### config.mk
export PLATFORM = sky130hd
export DESIGN_NAME = sktc_cell
export DESIGN_NICKNAME = d
export VERILOG_FILES = /design/src/rtl/sorted_key_count_table_unit_defines.svh /design/src/rtl/sktc_pkg.sv /design/src/rtl/sktc_cell.sv
export SDC_FILE = /design/constraint.sdc
export NUM_CORES = 1
export LEC_CHECK = 0
export BUFFER_PORTS_ARGS = -buffer_cell sky130_fd_sc_hd__buf_2
export CAP_MARGIN = 0
export CELL_PAD_IN_SITES_DETAIL_PLACEMENT = 1
export CELL_PAD_IN_SITES_GLOBAL_PLACEMENT = 2
export CORE_MARGIN = 2
export CORE_UTILIZATION = 34
export DETAILED_ROUTE_END_ITERATION = 8
export GPL_TIMING_DRIVEN = 0
export PLACE_DENSITY_LB_ADDON = 0.1
export SLEW_MARGIN = 40
export SYNTH_ARGS = -nofsm -noshare
export SYNTH_HDL_FRONTEND = slang
export SYNTH_SLANG_ARGS = --single-unit
export TNS_END_PERCENT = 1
### constraint.sdc
create_clock -name clk -period 4.8 [get_ports clk]
set_input_delay 0.48 -clock clk [delete_from_list [all_inputs] [get_ports clk]]
set_output_delay 0.48 -clock clk [all_outputs]
set_load 0.05 [all_outputs]
### src/rtl/sorted_key_count_table_unit_defines.svh
// assertion macros shared by the sorted key count table rtl
`ifndef SORTED_KEY_COUNT_TABLE_UNIT_DEFINES_SVH
`define SORTED_KEY_COUNT_TABLE_UNIT_DEFINES_SVH

// same-cycle implication, checked on clk outside reset
`define SKTC_ASSERT_SAME(label, ante, cons, msg) \
  label: assert property (@(posedge clk) disable iff (!rst_n) (ante) |-> (cons)) \
    else $error(msg);

// next-cycle implication, checked on clk outside reset
`define SKTC_ASSERT_NEXT(label, ante, cons, msg) \
  label: assert property (@(posedge clk) disable iff (!rst_n) (ante) |=> (cons)) \
    else $error(msg);

`endif

### src/rtl/sktc_pkg.sv
// package: sizes, types and codes of the sorted key count table
package sktc_pkg;

  localparam int TABLE_DEPTH = 1024;
  localparam int NUM_TABLES  = 2;
  localparam int KEY_W       = 64;
  localparam int CNT_W       = 16;
  localparam int FILL_W      = $clog2(TABLE_DEPTH + 1);
  localparam int POS_OUT_W   = 10;
  localparam int FILL_OUT_W  = 11;
  localparam int OUTCOME_W   = 2;

  // cells are encoded in groups, then the groups are encoded
  localparam int GRP_SIZE = (TABLE_DEPTH < 32) ? TABLE_DEPTH : 32;
  localparam int NUM_GRP  = (TABLE_DEPTH + GRP_SIZE - 1) / GRP_SIZE;
  localparam int LOC_W    = (GRP_SIZE > 1) ? $clog2(GRP_SIZE) : 1;

  typedef logic [KEY_W-1:0]  key_t;
  typedef logic [CNT_W-1:0]  cnt_t;
  typedef logic [FILL_W-1:0] fill_t;
  typedef logic [LOC_W-1:0]  loc_t;

  localparam cnt_t CNT_MAX = '1;

  typedef enum logic [OUTCOME_W-1:0] {
    OUT_COUNTED  = 2'd0,
    OUT_INSERTED = 2'd1,
    OUT_DROPPED  = 2'd2
  } sktc_outcome_t;

  typedef enum logic [2:0] {
    ST_IDLE,
    ST_CMP,
    ST_GRP,
    ST_SEL,
    ST_UPD
  } sktc_state_t;

  typedef enum logic [1:0] {
    CELL_OP_HOLD,
    CELL_OP_COUNT,
    CELL_OP_INSERT
  } cell_op_t;

  // broadcast from the controller to every cell
  typedef struct packed {
    logic     cmp;
    cell_op_t op;
    logic     tsel;
    key_t     key;
  } cell_cmd_t;

  // one table slot as seen by the neighbor and the encoder
  typedef struct packed {
    key_t key;
    cnt_t cnt;
  } entry_t;

  // registered summary of one group of cells
  typedef struct packed {
    logic all_lt;
    loc_t loc;
    logic eq_any;
    cnt_t cnt;
  } grp_sum_t;

endpackage

### src/rtl/sktc_cell.sv
// one table slot for both tables: key compare, count and shift from the lower neighbor
module sktc_cell import sktc_pkg::*; (
  input  logic      clk,
  input  logic      rst_n,
  input  cell_cmd_t cmd,
  input  logic      in_range,
  input  entry_t    prev_entry,
  input  logic      prev_lt,
  output entry_t    entry,
  output logic      lt,
  output logic      eq
);

  key_t key_r [NUM_TABLES];
  cnt_t cnt_r [NUM_TABLES];
  logic lt_r;
  logic eq_r;

  // stored slot of the selected table
  assign entry.key = key_r[cmd.tsel];
  assign entry.cnt = cnt_r[cmd.tsel];
  assign lt        = lt_r;
  assign eq        = eq_r;

  // compare flags, held until the next compare
  always_ff @(posedge clk) begin
    if (!rst_n) begin
      lt_r <= 1'b0;
      eq_r <= 1'b0;
    end else if (cmd.cmp) begin
      lt_r <= in_range && (entry.key < cmd.key);
      eq_r <= in_range && (entry.key == cmd.key);
    end
  end

  // count in place, or take the new key, or take the lower neighbor's slot
  always_ff @(posedge clk) begin
    unique case (cmd.op)
      CELL_OP_HOLD: begin
      end
      CELL_OP_COUNT: begin
        if (eq_r && (cnt_r[cmd.tsel] != CNT_MAX)) begin
          cnt_r[cmd.tsel] <= cnt_r[cmd.tsel] + CNT_W'(1);
        end
      end
      CELL_OP_INSERT: begin
        if (!lt_r) begin
          if (prev_lt) begin
            key_r[cmd.tsel] <= cmd.key;
            cnt_r[cmd.tsel] <= CNT_W'(1);
          end else begin
            key_r[cmd.tsel] <= prev_entry.key;
            cnt_r[cmd.tsel] <= prev_entry.cnt;
          end
        end
      end
      default: begin
      end
    endcase
  end

endmodule

# Word-level counts from Yosys, hierarchy flattened
# Memory sizes are Yosys's and may differ from the RTL's.
# Cells that the tools add are included.
# Widths: inputs -> output; s select.
[totals] register_bits=2 ramBits=160 inputBits=152 out_inout_bits=82 wordCells=30 memories=2
[memory_table] name="key_r" depth=2 word_bits=64 read_ports=1 rd_clocked_by_memory_dff=0 wr=1 line="sktc_cell.sv:14" source="key_t key_r [NUM_TABLES];"
[memory_table] name="cnt_r" depth=2 word_bits=16 read_ports=1 rd_clocked_by_memory_dff=0 wr=1 line="sktc_cell.sv:15" source="cnt_t cnt_r [NUM_TABLES];"
[classes] addsub=1 order_cmp=1 n_eq_ne=4 muxes=14 n_bitwise=3 n_reduce_logical=3
[ops] operator="$eq 64x64->1" count=1
[ops] operator="$lt 64x64->1" count=1
[ops] operator="$mux 64" count=1
[ops] operator="$mux 16" count=2
[ops] operator="$add 16x1->16 const B" count=1
[ops] operator="$ne 16x16->1 const B" count=1
[ops] operator="$mux 1" count=11
[ops] operator="$logic_and 1x1->1" count=3
[ops] operator="$or 1x1->1" count=3
[ops] operator="$eq 2x1->1 const B" count=1
[ops] operator="$eq 2x2->1 const B" count=1

# Depth between registers and ports, before layout
# An unclocked memory read counts as a cell.
[depth] ltp_word=8 mapped_depth=11 mapped_depth_nobuf=8

# Least setup slack after synthesis
# OpenSTA, ideal clock, no wires.
[synth_timing] kind="input to register" from="in cmd[64] in the netlist's numbering" to="mem key_r[0][0] in the netlist's numbering, enable pin" setup_time_ps=486 arrival_ps=3708 t_required_ps=4314 setup_slack_ps=606 stages=4 n_path_buf=3 cell_sequence="buf_4 > buf_2 > buf_2 > nor2_1"
[synth_rtl] element="start, declared" line="sktc_cell.sv:5" source="input cell_cmd_t cmd,"
[synth_rtl] element="end, declared" line="sktc_cell.sv:14"
# No word-level cell before the write port.

# Worst setup path in the final report
[layout_timing] from="in cmd[64] in the netlist's numbering" to="reg lt_r (netlist: lt)"
[layout_between] elab_chain_len=3
[layout_lines] element="$mem_v2 2x64"
[layout_lines] element="$lt 64x64->1" line="sktc_cell.sv:31" source="lt_r <= in_range && (entry.key < cmd.key);"
[layout_lines] element="$logic_and 1x1->1" line="sktc_cell.sv:31"
[layout_lines] element="end signal, assigned" line="sktc_cell.sv:31"
[layout_lines] element="end, declared" line="sktc_cell.sv:16" source="logic lt_r;"
# No other way between the ends.
# A chain may end at the register's enable or synchronous reset.

==> metrics.md <==
| Metric | Value |
|---|---|
| Multi-input gate area | `0.003512 mm^2` |
| Switching power of the nets | `0.9890 mW` |
| Crit path buf inv count | `3` |
| Final worst path period need | `3.356 ns` |
| Post-CTS Hold Buffers | `0` |
| CTS buffer count | `17` |
| Fmax | `297.9 MHz` |
| Vias in the first global route | `6834` |
| Critical path type | `in2reg` |
| WP data arrival | `3.67 ns` |
| Placed insts | `1289` |
| Class of the worst hold path | `in2reg` |
| Gate power share | `0.163` |
| Share of the synthesized area in the top cell type | `0.5507` |
| DP Wirelength | `19.37 mm` |
| RSZ-0062 raised after global routing | `no` |
| CP endpoint kind | `register` |
| Peak supply drop | `170.3 uV` |
| Pins Over Slew Limit | `0` |
| Final wirelength | `25.60 mm` |
| Cells along the critical path | `buf_4 > buf_2 > buf_2 > mux2_2 > ha_1 > nand4_1 > nor4_1 > and2_1 > nand4_1 > o2111ai_1 > o22ai_1` |
| Largest net degree at the start of global routing | `29` |
| Largest cells by area after synthesis | `edfxtp_1 55%, ha_1 9.3%, mux2_2 9.3%` |
| Max clock buf depth | `2` |
| P&R area growth vs syn | `27.51%` |
| Vias/cell | `4.904` |
| Chip Width | `164.2 um` |
| First DRT Iteration DRCs | `357` |
| Worst path max stage delay | `0.48 ns` |
| Mean Syn Cell Area | `12.10 um^2` |
| Synth cell types | `55` |
| Slowest stage cell, crit path | `nor4_1` |
| Sw frac | `0.2641` |
| Hold Vio Cnt, Final | `0` |
| Mapped cell area | `0.008725 mm^2` |
| Die area | `0.02696 mm^2` |
| Fin crit share | `0.6993` |
| Tot Pwr | `3.744 mW` |
| Vias | `6488` |
| Internal power | `2.755 mW` |
| P_leak | `4.571 nW` |
| Sequential cell fraction of total power | `0.436` |
| CP required | `5.11 ns` |
| Max-Cap Viols | `0` |
| Non-filler instance count after layout | `1323` |
| Core footprint | `0.02518 mm^2` |
| TritonRoute pass-1 iters | `4` |
| PortBufs | `232` |
| Reg area | `0.004845 mm^2` |
| DRC | `0` |
| DR WL/cell | `19.35 um` |
| CP delay by family, top | `simple AND/OR/NAND/NOR gates` |
| Fillcell total | `2799` |
| Crit Path Max Fanout | `10` |
| Pwr/cell area | `336.6 mW/mm^2` |
| ANT nets after route | `0` |
| Nets | `1195` |
| Count leader, synth | `edfxtp_1` |
| Grt ovf | `0` |
| # IOs | `234` |
| Die height | `164.2 um` |
| Initial antenna violation count | `2` |
| Least-Margin Pin Slew | `0.6648 ns` |
| Max-slew headroom | `0.5568` |
| Clock sink count | `162` |
| Final setup fails | `0` |
| H-tree depth | `4` |
| Worst-path clk slew | `0.06 ns` |
| CTS tree | `done` |
| Core Rows | `58` |
| CP Launch Type | `input pin` |
| Clock share of power | `0.401` |
| Synth Net Count | `938` |
| Clock Latency Late Sink | `0.43 ns` |
| Total number of yosys warnings | `0` |
| Setup repair bufs after CTS | `0` |
| Status | `completed` |
| Area leader, netlist | `edfxtp_1` |
| Number of synthesized flops with an enable pin | `160` |
| Post-synthesis cell count | `721` |
| Post-synthesis sequential area ratio | `0.5553` |
| Routability cong. | `0.7347` |
| Share of cells above drive strength 1 | `0.3784` |
| # resized after CTS | `0` |
| Worst Skew | `0.01057 ns` |
| Synth Register Bits | `162` |
| Async SR Flop Fraction | `0` |
| Hold WS | `0.3093 ns` |
| First-pass GRT wire length | `38.86 mm` |
| Predominant post-synthesis flop cell | `edfxtp_1` |
| Total track usage | `0.1938` |
| Post-synth top cells | `160 x edfxtp_1, 87 x nand2_1, 78 x o21ai_0` |
| Root buf cell | `clkbuf_16` |
| Starting density of the core | `0.3465` |
[routing by layer]
layer | part of all wire | routed length, um | vias up | track usage
met5 | 0 | 0 | - | 0
met4 | 0.014 | 357 | 0 | 0.05183
met3 | 0.050 | 1275 | 22 | 0.03232
met2 | 0.48 | 12290 | 167 | 0.3245
met1 | 0.46 | 11670 | 3140 | 0.2600
li1 | - | - | 3159 | -
[through the flow]
stage | TNS [ns] | util | setup slack, ns | area, um^2
final | 0 | 0.4418 | 1.444 | 11120
after detailed placement | 0 | 0.4160 | 0.8718 | 10480
after global placement | -110.37 | 0.4090 | -1.729 | 10300
after floorplan | 0 | - | 0.6056 | 8725
after global routing | 0 | 0.4417 | 1.159 | 11120
after CTS | 0 | 0.4416 | 1.338 | 11120
[placed cells by master (no fill, tap or decap), types with 9 or more instances in the layout]
cell       count
mux2_2        72
nand2_1       87
clkbuf_1      15
a21oi_1       25
ha_1          65
clkbuf_16     17
o21ai_1        9
inv_1         71
xor2_1         9
nand3_1       10
nor2_1         9
o21ai_0       78
edfxtp_1     160
nand4_1       13
buf_2        242
nand3b_1      14
[sequential cells by signal (all words and copies together) (netlist names)]
name,flops
cnt_r,32
key_r,128
eq,1
lt,1
[area by class of cell]
| class | instances | area share |
|---|---|---|
| Inverter | 71 | 0.02396 |
| Sequential cell | 162 | 0.4355 |
| Clock buffer | 19 | 0.03892 |
| Tap cell | 330 | 0.03712 |
| Buffer | 28 | 0.01158 |
| Clock inverter | 13 | 0.01890 |
| Multi-Input combinational cell | 460 | 0.3157 |
| Antenna cell | 2 | 0.0004499 |
| Timing Repair Buffer | 238 | 0.1179 |
[logic make-up (layout without fill, tap and decap cells)]
group / after synthesis / after routing / share of synthesized area
simple gates: 162 / 162 / 0.09250
fa+ha+maj: 65 / 65 / 0.09322
compound gates: 138 / 138 / 0.09207
xor+xnor: 14 / 14 / 0.01405
flops: 162 / 162 / 0.5553
mux: 81 / 81 / 0.1076
other cells: 0 / 2 / 0
buf+inv: 99 / 369 / 0.04532
[power groups by stage]
stage	registers [mW]	clock network, mW	logic (mW)
finish	1.63	1.50	0.610
global placement	1.67	0	0.598
floorplan	1.66	0	0.395
global route	1.64	1.58	0.672
detailed placement	1.66	0	0.618
CTS	1.63	1.53	0.621
[final timing paths]
| kind | from | end | slack [ns] | cells past startpoint |
|---|---|---|---|---|
| worst min-delay path | rst_n | eq | 0.31 | 2 |
| worst max register to register | cnt_r[1][0] | cnt_r[1][3] | 2.20 | 7 |
| worst min register to register | lt | lt | 0.54 | 2 |
| worst max-delay path | cmd[64] | lt | 1.44 | 11 |
No activity file was read; power rests on OpenSTA's default activity.
