--- config.mk ---
export PLATFORM = sky130hd
export DESIGN_NAME = sktc_group
export DESIGN_NICKNAME = d
export VERILOG_FILES = /design/src/rtl/sorted_key_count_table_unit_defines.svh /design/src/rtl/sktc_pkg.sv /design/src/rtl/sktc_group.sv
export SDC_FILE = /design/constraint.sdc
export NUM_CORES = 1
export LEC_CHECK = 0
export ABC_AREA = 1
export ABC_CLOCK_PERIOD_IN_PS = 2800
export BUFFER_PORTS_ARGS = -buffer_cell sky130_fd_sc_hd__buf_4
export CAP_MARGIN = 20
export CORE_AREA = 2 2 231 233
export CTS_BUF_LIST = sky130_fd_sc_hd__clkbuf_2
export CTS_CLUSTER_DIAMETER = 200
export DETAILED_ROUTE_END_ITERATION = 8
export DIE_AREA = 0 0 233 235
export GPL_ROUTABILITY_DRIVEN = 0
export GPL_TIMING_DRIVEN = 0
export PLACE_DENSITY = 0.34
export SYNTH_ARGS = -nofsm -noshare
export SYNTH_HDL_FRONTEND = slang
export SYNTH_SLANG_ARGS = --single-unit
--- constraint.sdc ---
create_clock -name clk -period 2.8 [get_ports clk]
set_clock_uncertainty 0.05 [all_clocks]
set_input_delay 0.42 -clock clk [delete_from_list [all_inputs] [get_ports clk]]
set_output_delay 0.42 -clock clk [all_outputs]
set_load 0.05 [all_outputs]
--- src/rtl/sorted_key_count_table_unit_defines.svh ---
// assertion macros shared by the sorted key count table rtl
`ifndef SORTED_KEY_COUNT_TABLE_UNIT_DEFINES_SVH
`define SORTED_KEY_COUNT_TABLE_UNIT_DEFINES_SVH

// same-cycle implication, checked on clk outside reset
`define SKTC_ASSERT_SAME(label, ante, cons, msg) \
  label: assert property (@(posedge clk) disable iff (!rst_n) (ante) |-> (cons)) \
    else $error(msg);

// next-cycle implication, checked on clk outside reset
`define SKTC_ASSERT_NEXT(label, ante, cons, msg) \
  label: assert property (@(posedge clk) disable iff (!rst_n) (ante) |=> (cons)) \
    else $error(msg);

`endif

--- src/rtl/sktc_pkg.sv ---
// package: sizes, types and codes of the sorted key count table
package sktc_pkg;

  localparam int TABLE_DEPTH = 1024;
  localparam int NUM_TABLES  = 2;
  localparam int KEY_W       = 64;
  localparam int CNT_W       = 16;
  localparam int FILL_W      = $clog2(TABLE_DEPTH + 1);
  localparam int POS_OUT_W   = 10;
  localparam int FILL_OUT_W  = 11;
  localparam int OUTCOME_W   = 2;

  // cells are encoded in groups, then the groups are encoded
  localparam int GRP_SIZE = (TABLE_DEPTH < 32) ? TABLE_DEPTH : 32;
  localparam int NUM_GRP  = (TABLE_DEPTH + GRP_SIZE - 1) / GRP_SIZE;
  localparam int LOC_W    = (GRP_SIZE > 1) ? $clog2(GRP_SIZE) : 1;

  typedef logic [KEY_W-1:0]  key_t;
  typedef logic [CNT_W-1:0]  cnt_t;
  typedef logic [FILL_W-1:0] fill_t;
  typedef logic [LOC_W-1:0]  loc_t;

  localparam cnt_t CNT_MAX = '1;

  typedef enum logic [OUTCOME_W-1:0] {
    OUT_COUNTED  = 2'd0,
    OUT_INSERTED = 2'd1,
    OUT_DROPPED  = 2'd2
  } sktc_outcome_t;

  typedef enum logic [2:0] {
    ST_IDLE,
    ST_CMP,
    ST_GRP,
    ST_SEL,
    ST_UPD
  } sktc_state_t;

  typedef enum logic [1:0] {
    CELL_OP_HOLD,
    CELL_OP_COUNT,
    CELL_OP_INSERT
  } cell_op_t;

  // broadcast from the controller to every cell
  typedef struct packed {
    logic     cmp;
    cell_op_t op;
    logic     tsel;
    key_t     key;
  } cell_cmd_t;

  // one table slot as seen by the neighbor and the encoder
  typedef struct packed {
    key_t key;
    cnt_t cnt;
  } entry_t;

  // registered summary of one group of cells
  typedef struct packed {
    logic all_lt;
    loc_t loc;
    logic eq_any;
    cnt_t cnt;
  } grp_sum_t;

endpackage

--- src/rtl/sktc_group.sv ---
// group encoder: first slot not below the key, match flag and matched count
module sktc_group import sktc_pkg::*; (
  input  logic                clk,
  input  logic [GRP_SIZE-1:0] lt,
  input  logic [GRP_SIZE-1:0] eq,
  input  cnt_t                cnt [GRP_SIZE],
  output grp_sum_t            sum
);

  grp_sum_t sum_nxt;
  grp_sum_t sum_r;

  // priority encode and or-reduce over the group
  always_comb begin
    sum_nxt.all_lt = &lt;
    sum_nxt.loc    = '0;
    sum_nxt.eq_any = |eq;
    sum_nxt.cnt    = '0;
    for (int j = GRP_SIZE - 1; j >= 0; j--) begin
      if (!lt[j]) begin
        sum_nxt.loc = LOC_W'(j);
      end
    end
    for (int j = 0; j < GRP_SIZE; j++) begin
      if (eq[j]) begin
        sum_nxt.cnt = sum_nxt.cnt | cnt[j];
      end
    end
  end

  always_ff @(posedge clk) begin
    sum_r <= sum_nxt;
  end

  assign sum = sum_r;

endmodule

Word level (Yosys, flattened, before mapping)
Cells that the tools add are included.
Widths: inputs -> output; s select.
{ "op_classes": {"muxes": 63, "bitwise": 31, "reduce_logical": 6} }
{ "op_table": {"columns": ["operator", "n"], "rows": [
  ["$mux 16", 32],
  ["$or 16x16->16", 31],
  ["$mux 5", 16],
  ["$mux 4", 8],
  ["$reduce_and 32->1", 1],
  ["$reduce_or 32->1", 1],
  ["$reduce_and 16->1", 1],
  ["$mux 3", 4],
  ["$reduce_and 8->1", 1],
  ["$mux 2", 2],
  ["$reduce_and 4->1", 1],
  ["$reduce_and 2->1", 1],
  ["$mux 1", 1]
]} }
{ "word_totals": {"reg_bits": 23, "inputBits": 577, "out_inout_bits": 23, "wordCells": 108} }

Longest topological paths before layout
Gate-level depths: netlist (run 1).
{ "depth": {"ltp_word": 63, "depth_mapped": 31, "ltp_nobuf": 31} }

Least setup slack after synthesis (run 1)
Ideal clock, no wire load.
{ "synth_timing": {"path_kind": "input port to flip-flop", "start": "in lt[31]", "end": "reg sum_r (netlist bit sum[17])", "setup_time_ns": 0.066, "t_arrival_ns": 1.754, "required_time_ns": 2.684, "path_slack_ns": 0.930, "path_stages": 31, "path_buffers": 0, "cell_sequence": "inv_1 -> nand2_1 -> nand2_1 -> nand2_1 -> nand2_1 -> nand2_1 -> nand2_1 -> nand2_1 -> nand2_1 -> nand2_1 -> nand2_1 -> nand2_1 -> nand2_1 -> nand2_1 -> nand2_1 -> nand2_1 -> nand2_1 -> nand2_1 -> nand2_1 -> nand2_1 -> nand2_1 -> nand2_1 -> nand2_1 -> nand2_1 -> nand2_1 -> nand2_1 -> nand2_1 -> nand2_1 -> nand2_1 -> nand2_1 -> a21oi_2"} }
{ "synth_via": {"elab_chain_len": 31} }
{ "synth_lines": {"columns": ["item", "line_no", "rtl"], "rows": [
  ["start: declaration", "sktc_group.sv:4", "input logic [GRP_SIZE-1:0] lt,"],
  ["$mux 5 (16 in a row)", "sktc_group.sv:20", "if (!lt[j]) begin"],
  ["$mux 4 (8 in a row)", "sktc_group.sv:20", null],
  ["$mux 3 (4 in a row)", "sktc_group.sv:20", null],
  ["$mux 2 (2 in a row)", "sktc_group.sv:20", null],
  ["$mux 1", "sktc_group.sv:20", null],
  ["end signal: assignment", "sktc_group.sv:32", "sum_r <= sum_nxt;"],
  ["end: declaration", "sktc_group.sv:11", "grp_sum_t sum_r;"]
]} }
No other way between the ends.
A chain may end at the register's enable or synchronous reset.

==> impl_summary.log, run 1 <==
[metrics] status: finished clean
[metrics] number of violations reported at the end of detailed-routing iteration 0: 449
[metrics] Setup Crit Path Kind: input pin to flop
[metrics] chain of cells forming the critical path: clkbuf_1 -> clkbuf_1 -> a21oi_1 -> nand3_1 -> a2111oi_0 -> nand3_1
[metrics] number of buffers added for setup after CTS: 0
[metrics] remaining global-route overflow: 0
[metrics] switching power summed over all nets: just under 900 uW
[metrics] sinks on the clock net: 23
[metrics] sequential share of power: between 10% and 20%
[metrics] global-route wire length before repair: 71500 um
[metrics] Post-synth EDFFs: 0
[metrics] placeable core area: 52200 um2
[metrics] boundary pin count: 600
[metrics] library cell contributing the largest single delay on the critical path: sky130_fd_sc_hd__a2111oi_0
[metrics] element type at the critical path start: input pin
[metrics] number of distinct library cell variants in the gate-level netlist after synthesis: 22
[metrics] power share of the clock group: 11.6%
[metrics] average wire length per cell after detail routing: approximately 28 um
[metrics] per-cell via count in the routed design: slightly above 4
[metrics] pin count of the biggest net entering global routing: 14
[metrics] Num CTS Buffers: 3
[metrics] TritonCTS clock tree: yes
[metrics] max capacitance violation total: 0
[metrics] post-detailed-route DRC marker count: 0
[metrics] Row Count: 84
[metrics] Static Leak: 0.00451 uW
[metrics] initial core utilization: 7.47%
[metrics] Core Util, Final: between 10% and 20%
[metrics] Hold Violations, Final: 0
[metrics] final net count: 1854
[metrics] total detailed-routing wirelength: roughly 56000 um
[metrics] Yosys Warn Count: 0
[metrics] switching portion of total power: between 40 and 50%
[metrics] slew at the pin with the worst max-slew slack: 1.13 ns
[metrics] combinational group share of total power: 71.3%
[metrics] count of port buffers added during placement: 567
[metrics] class of the tightest hold or removal check: input pin to flop
[metrics] max FFs per register: 23
[metrics] Avg Inst Size Synth: 5.76 um2
[metrics] post-synthesis cell count: roughly 680
[metrics] CTS H-Tree Depth: 1
[metrics] most frequent cells in the layout: 569 x sky130_fd_sc_hd__buf_4, 290 x sky130_fd_sc_hd__nand2_1, 77 x sky130_fd_sc_hd__a221oi_1
[metrics] crit path capture type: flop
[metrics] normalized max-slew margin: between 20% and 30%
[metrics] leading cell type in the layout, fill and taps excluded: sky130_fd_sc_hd__buf_4
[metrics] Critical Path AT: roughly 3.0 ns
[metrics] maximum resistive drop on vdd: between 100 and 150 uV
[metrics] Post-synth ARST share: 0%
[metrics] Synth Cell Area: 3900 um2
[metrics] crit share post-route: between 90 and 100%
[metrics] sequential cell area: about 460 um2
[metrics] required arrival time at the worst endpoint: approximately 3.2 ns
[metrics] Root Driver: sky130_fd_sc_hd__clkbuf_2
[metrics] Power Dens Cells: roughly 210 nW/um2
[metrics] share of the yosys chip area belonging to registers: 11.8%
[metrics] synthesized net count: about 1300
[metrics] post-detailed-placement half-perimeter wirelength: approximately 47000 um
[metrics] area of the multi-input gates: about 3200 um2
[metrics] Tot GR Track Use: 19.4%
[metrics] Fmax: approximately 0.39 GHz
[metrics] internal cell power: 1070 uW
[metrics] fill cell count: slightly above 6000
[metrics] Pwr Total: 1940 uW
[metrics] final worst path period need: 2.59 ns
[metrics] commonest register cell after synthesis: sky130_fd_sc_hd__dfxtp_1
[metrics] RSZ-0062 raised after global routing: false
[metrics] overall die width: 233 um
[metrics] Final setup viols: 0
[metrics] overall via count from detail_route: between 8000 and 9000
[metrics] peak per-stage delay on the critical path: 0.85 ns
[metrics] final instance area: about 9400 um2
[metrics] Max Buffers Root-to-Sink: 2
[metrics] share of cells above drive strength 1: 46.6%
[metrics] worst-path fanout max: 10
[metrics] DR pass1 iterations: 5
[metrics] initial antenna violation count: 8
[metrics] Die Y: 235 um
[metrics] die area: 54800 um2
[metrics] ANT nets after route: 0
[metrics] area of placed instances: 9200 um2
[metrics] number of global-route vias before repair: between 8000 and 9000
[metrics] clock slew at reported path FFs: ~0.40 ns
[metrics] post-synthesis sequential element count: 23
[metrics] Max Slew Vio Count: 0
[metrics] layout overhead on the synthesized area: 140%
-- cell families after synthesis --
logic type             after synthesis  synth area share (%)
DFF                                 23                  11.8
and+or+nand+nor                    406                  44.7
buffers and inverters               81                  7.79
AOI/OAI and AO/OA                  168                  35.7
-- layout make-up --
type | count | area share [%]
Timing Repair Buffer | 594 | 48.7
Tap cell | 688 | 9.18
Antenna cell | 2 | 0.0534
Multi-Input combinational cell | 574 | 33.7
Sequential cell | 23 | 4.91
Clock buffer | 3 | 0.160
Inverter | 17 | 0.680
Buffer | 64 | 2.59
Clock inverter | 1 | 0.0534
-- worst paths after layout --
kind / from / to / cells after the start
worst max-delay path: eq[15] / sum[3] / 6
worst min-delay path: cnt[3] / sum[3] / 3
-- what timing repair did --
action	4_1_cts	5_1_grt
hold buffers	14	0
hold endpoints to repair	7	0
gates resized for setup	0	0
-- synthesized netlist by cell type, drive strengths merged (2+ instances only) --
master	instances	area (um2)
or2	5	31.3
nor3	2	10.0
a2111oi	11	96.3
inv	17	63.8
nor4	12	75.1
nand2	290	1090
a31oi	3	18.8
or3	3	18.8
a21oi	11	58.8
a221oi	77	674
a22o	53	464
nor2	11	41.3
o21ai	8	40.0
dfxtp	23	460
nand3	33	165
nand4	50	313
clkbuf	64	240
a221o	2	20.0
-- per-layer routing --
| layer | vias to the layer above | routed length, um | global-route usage, % |
|---|---|---|---|
| li1 | 3725 | - | - |
| met1 | 3775 | 23900 | 24.8 |
| met2 | 469 | 26200 | 33.1 |
| met3 | 49 | 4230 | 4.15 |
| met4 | 4 | 1170 | 4.61 |
| met5 | - | 26 | 0 |
-- through the flow --
step / worst slack (ns) / hold WS [ns] / TNS, ns / cells
floorplan: 0.930 / 0.452 / 0 / 678
global placement: -1.46 / 0.600 / -7.82 / 1933
detailed placement: -0.508 / 0.597 / -2.44 / 1945
CTS: 0.168 / 0.000453 / 0 / 1963
global route: 0.0501 / 0.0290 / 0 / 1965
finish: 0.211 / 0.0714 / 0 / 1966
-- critical path, delay by kind of cell --
family | cells | cell delay (ns)
buf+inv | 2 | 0.87
simple gates | 2 | 0.50
compound gates | 2 | 1.16
-- power by group through the flow --
stage,Sequential (uW),Combinational [uW],Clock [uW]
after detailed placement,337,1380,0
after global placement,337,1350,0
after global routing,334,1480,249
after CTS,334,1400,250
final,333,1380,225
after floorplan,346,370,0
Power figures use the tool's default switching activity.
==> run 2: changes to the inputs <==
- CORE_AREA: 2 2 231 233 -> 2 2 235 237
- DIE_AREA: 0 0 233 235 -> 0 0 237 239
==> run 2 against run 1 <==
  * Global-route usage decreased by 0.37 points
  * Setup slack worse by 0.042 ns
  * Routed wire length rose by 2.2%
  * Final cell count up 1.3%
  * Final area increased by 1.4%
  * Fmax is 1.6% lower
  * Sequential cell count stayed put
  * Combinational power is essentially flat
  * Critical path depth increased by 2
  * Non-clock buffer count grew 7
  * Die area up 3.4%
  * Highest routed layer unchanged
==> impl_summary.log, run 2 (same netlist as run 1, synthesis figures left out) <==
[metrics] post-detailed-placement half-perimeter wirelength: 50000 um (+6.1%)
[metrics] Num CTS Buffers: 3 (unchanged)
[metrics] final net count: 1861 (+0.38%)
[metrics] Max Buffers Root-to-Sink: 2 (unchanged)
[metrics] required arrival time at the worst endpoint: 3.30 ns (+0.11 ns)
[metrics] initial core utilization: 7.18% (-0.29 points)
[metrics] Root Driver: sky130_fd_sc_hd__clkbuf_2
[metrics] share of cells above drive strength 1: 46.7% (+0.057 points)
[metrics] status: finished clean
[metrics] Bufs and invs on worst path: 4 (+2)
[metrics] pin count of the biggest net entering global routing: 14 (unchanged)
[metrics] most frequent cells in the layout: 569 x sky130_fd_sc_hd__buf_4, 290 x sky130_fd_sc_hd__nand2_1, 77 x sky130_fd_sc_hd__a221oi_1
[metrics] Core Util, Final: 17.5% (-0.46 points)
[metrics] Layout Cells excl Fill: 1991 (+1.3%)
[metrics] Pwr Total: 1960 uW (+1.1%)
[metrics] DR pass1 iterations: 5 (unchanged)
[metrics] Setup crit end: sum[5]
[metrics] worst-path fanout max: 10 (unchanged)
[metrics] average wire length per cell after detail routing: 28.5 um (+0.91%)
[metrics] post-detailed-route DRC marker count: 0 (unchanged)
[metrics] TritonCTS clock tree: yes
[metrics] Final setup viols: 0 (unchanged)
[metrics] family of cells with the greatest summed delay on the critical path: buffers and inverters
[metrics] overall die width: 237 um (+1.7%)
[metrics] RSZ-0062 raised after global routing: false
[metrics] Fmax: 0.380 GHz (-1.6%)
[metrics] worst slack at placement: -0.552 ns (-0.0444 ns)
[metrics] peak per-stage delay on the critical path: 0.77 ns (-0.08 ns)
[metrics] max capacitance violation total: 0 (unchanged)
[metrics] final worst path period need: 2.63 ns (+0.0424 ns)
[metrics] clock slew at reported path FFs: 0.45 ns (+0.05 ns)
[metrics] global-route wire length before repair: 73000 um (+2.1%)
[metrics] Row Count: 86 (+2.4%)
[metrics] class of the tightest hold or removal check: input pin to flop
[metrics] Die Y: 239 um (+1.7%)
[metrics] Power Dens Cells: 207 nW/um2 (-0.31%)
[metrics] sinks on the clock net: 23 (unchanged)
[metrics] Setup Total Neg Slack: 0 ns (unchanged)
[metrics] crit share post-route: 94.0% (+1.5 points)
[metrics] crit path capture type: flop
[metrics] layout overhead on the synthesized area: 144%
[metrics] remaining global-route overflow: 0 (unchanged)
[metrics] leading cell type in the layout, fill and taps excluded: sky130_fd_sc_hd__buf_4
[metrics] power share of the clock group: 11.1% (-0.5 points)
[metrics] switching portion of total power: 44.9% (+0.16 points)
[metrics] Max Slew Vio Count: 0 (unchanged)
[metrics] switching power summed over all nets: 882 uW (+1.4%)
[metrics] sequential share of power: 17.0% (about the same)
[metrics] Tot GR Track Use: 19.1% (-0.37 points)
[metrics] slew at the pin with the worst max-slew slack: 1.17 ns (+0.0420 ns)
[metrics] fill cell count: 6369 (+4.3%)
[metrics] number of violations reported at the end of detailed-routing iteration 0: 401 (-11%)
[metrics] die area: 56600 um2 (+3.4%)
[metrics] per-cell via count in the routed design: 4.10 (+0.60%)
[metrics] normalized max-slew margin: 22.0% (-2.8 points)
[metrics] maximum resistive drop on vdd: 123 uV (-3.5%)
[metrics] ANT nets after route: 0 (unchanged)
[metrics] initial antenna violation count: 6 (-2)
[metrics] total detailed-routing wirelength: 56700 um (+2.2%)
[metrics] placed instance count: 1961 (+0.82%)
[metrics] overall via count from detail_route: 8173 (+1.9%)
[metrics] Crit path depth: 8 (+2)
[metrics] PnR worst setup slack: 0.168 ns (-0.0424 ns)
[metrics] Hold Violations, Final: 0 (unchanged)
[metrics] internal cell power: 1080 uW (+0.77%)
[metrics] combinational group share of total power: 71.9% (+0.6 points)
[metrics] number of buffers added for setup after CTS: 0 (unchanged)
[metrics] Static Leak: 0.00454 uW (+0.72%)
[metrics] Setup Crit Path Kind: input pin to flop
[metrics] placeable core area: 54300 um2 (+4.0%)
[metrics] CTS H-Tree Depth: 1 (unchanged)
[metrics] count of port buffers added during placement: 567 (unchanged)
[metrics] element type at the critical path start: input pin
[metrics] library cell contributing the largest single delay on the critical path: sky130_fd_sc_hd__clkbuf_1
[metrics] Setup crit start: eq[0]
[metrics] number of global-route vias before repair: 8716 (+1.7%)
[metrics] max FFs per register: 23 (unchanged)
[metrics] boundary pin count: 600 (unchanged)
[metrics] chain of cells forming the critical path: clkbuf_1 -> clkbuf_1 -> nand2_1 -> nand3_1 -> a221oi_1 -> dlygate4sd3_1 -> nand4_1 -> dlygate4sd3_1
[metrics] Critical Path AT: 3.13 ns (+0.16 ns)
-- run 2: cell count changes in the layout (fill, tap and decap cells not counted), moves of 3 or more --
cell,delta
sky130_fd_sc_hd__dlygate4sd3_1,+8
sky130_fd_sc_hd__a2111oi_2,+3
sky130_fd_sc_hd__buf_2,-3
sky130_fd_sc_hd__buf_8,+4
sky130_fd_sc_hd__a2111oi_1,-4
-- run 2: stage by stage --
stage,hold slack [ns],instance area [um2]
after global routing,0.0332,9500
after global placement,0.569,9040
after CTS,0.00188,9490
final,0.108,9510
after floorplan,0.452,3900
after detailed placement,0.572,9250
-- run 2: worst min path at each step --
stage,slack (ns),from,cells after the start,endpoint
floorplan,0.45,lt[1],1,sum[17]
global placement,0.57,lt[1],2,sum[17]
global route,0.03,cnt[65],3,sum[1]
finish,0.11,cnt[305],5,sum[1]
CTS,0.002,cnt[305],5,sum[1]
detailed placement,0.57,lt[1],2,sum[17]
-- run 2: area by class of cell --
| cell class | instances | area (um2) | area share, % |
|---|---|---|---|
| Multi-Input combinational cell | 574 | 3180 | 33.4 |
| Clock inverter | 1 | 5.00 | 0.0526 |
| Inverter | 17 | 63.8 | 0.671 |
| Timing Repair Buffer | 601 | 4650 | 48.9 |
| Sequential cell | 23 | 460 | 4.84 |
| Tap cell | 704 | 881 | 9.27 |
| Antenna cell | 4 | 10.0 | 0.105 |
| Buffer | 64 | 245 | 2.58 |
| Clock buffer | 3 | 15.0 | 0.158 |
-- run 2: power groups by stage --
stage / registers [uW] / logic, uW / clock network [uW]
after floorplan: 346 / 370 / 0
after global placement: 337 / 1370 / 0
after detailed placement: 337 / 1410 / 0
after CTS: 334 / 1440 / 263
after global routing: 334 / 1510 / 257
final: 333 / 1410 / 218
-- run 2: repair_timing --
| item | in CTS | in global routing |
|---|---|---|
| setup endpoints to repair | 0 | 1 |
| hold buffers | 22 | 0 |
| hold endpoints to repair | 8 | 0 |
| gates resized for setup | 0 | 9 |
-- run 2: layer usage --
metal | vias up | share of wire, % | track usage, %
met2 | 460 | 53 | 37.0
met4 | 2 | 1.8 | 3.72
met5 | - | 0.028 | 0
li1 | 3746 | - | -
met1 | 3919 | 39 | 21.1
met3 | 46 | 6.7 | 4.20
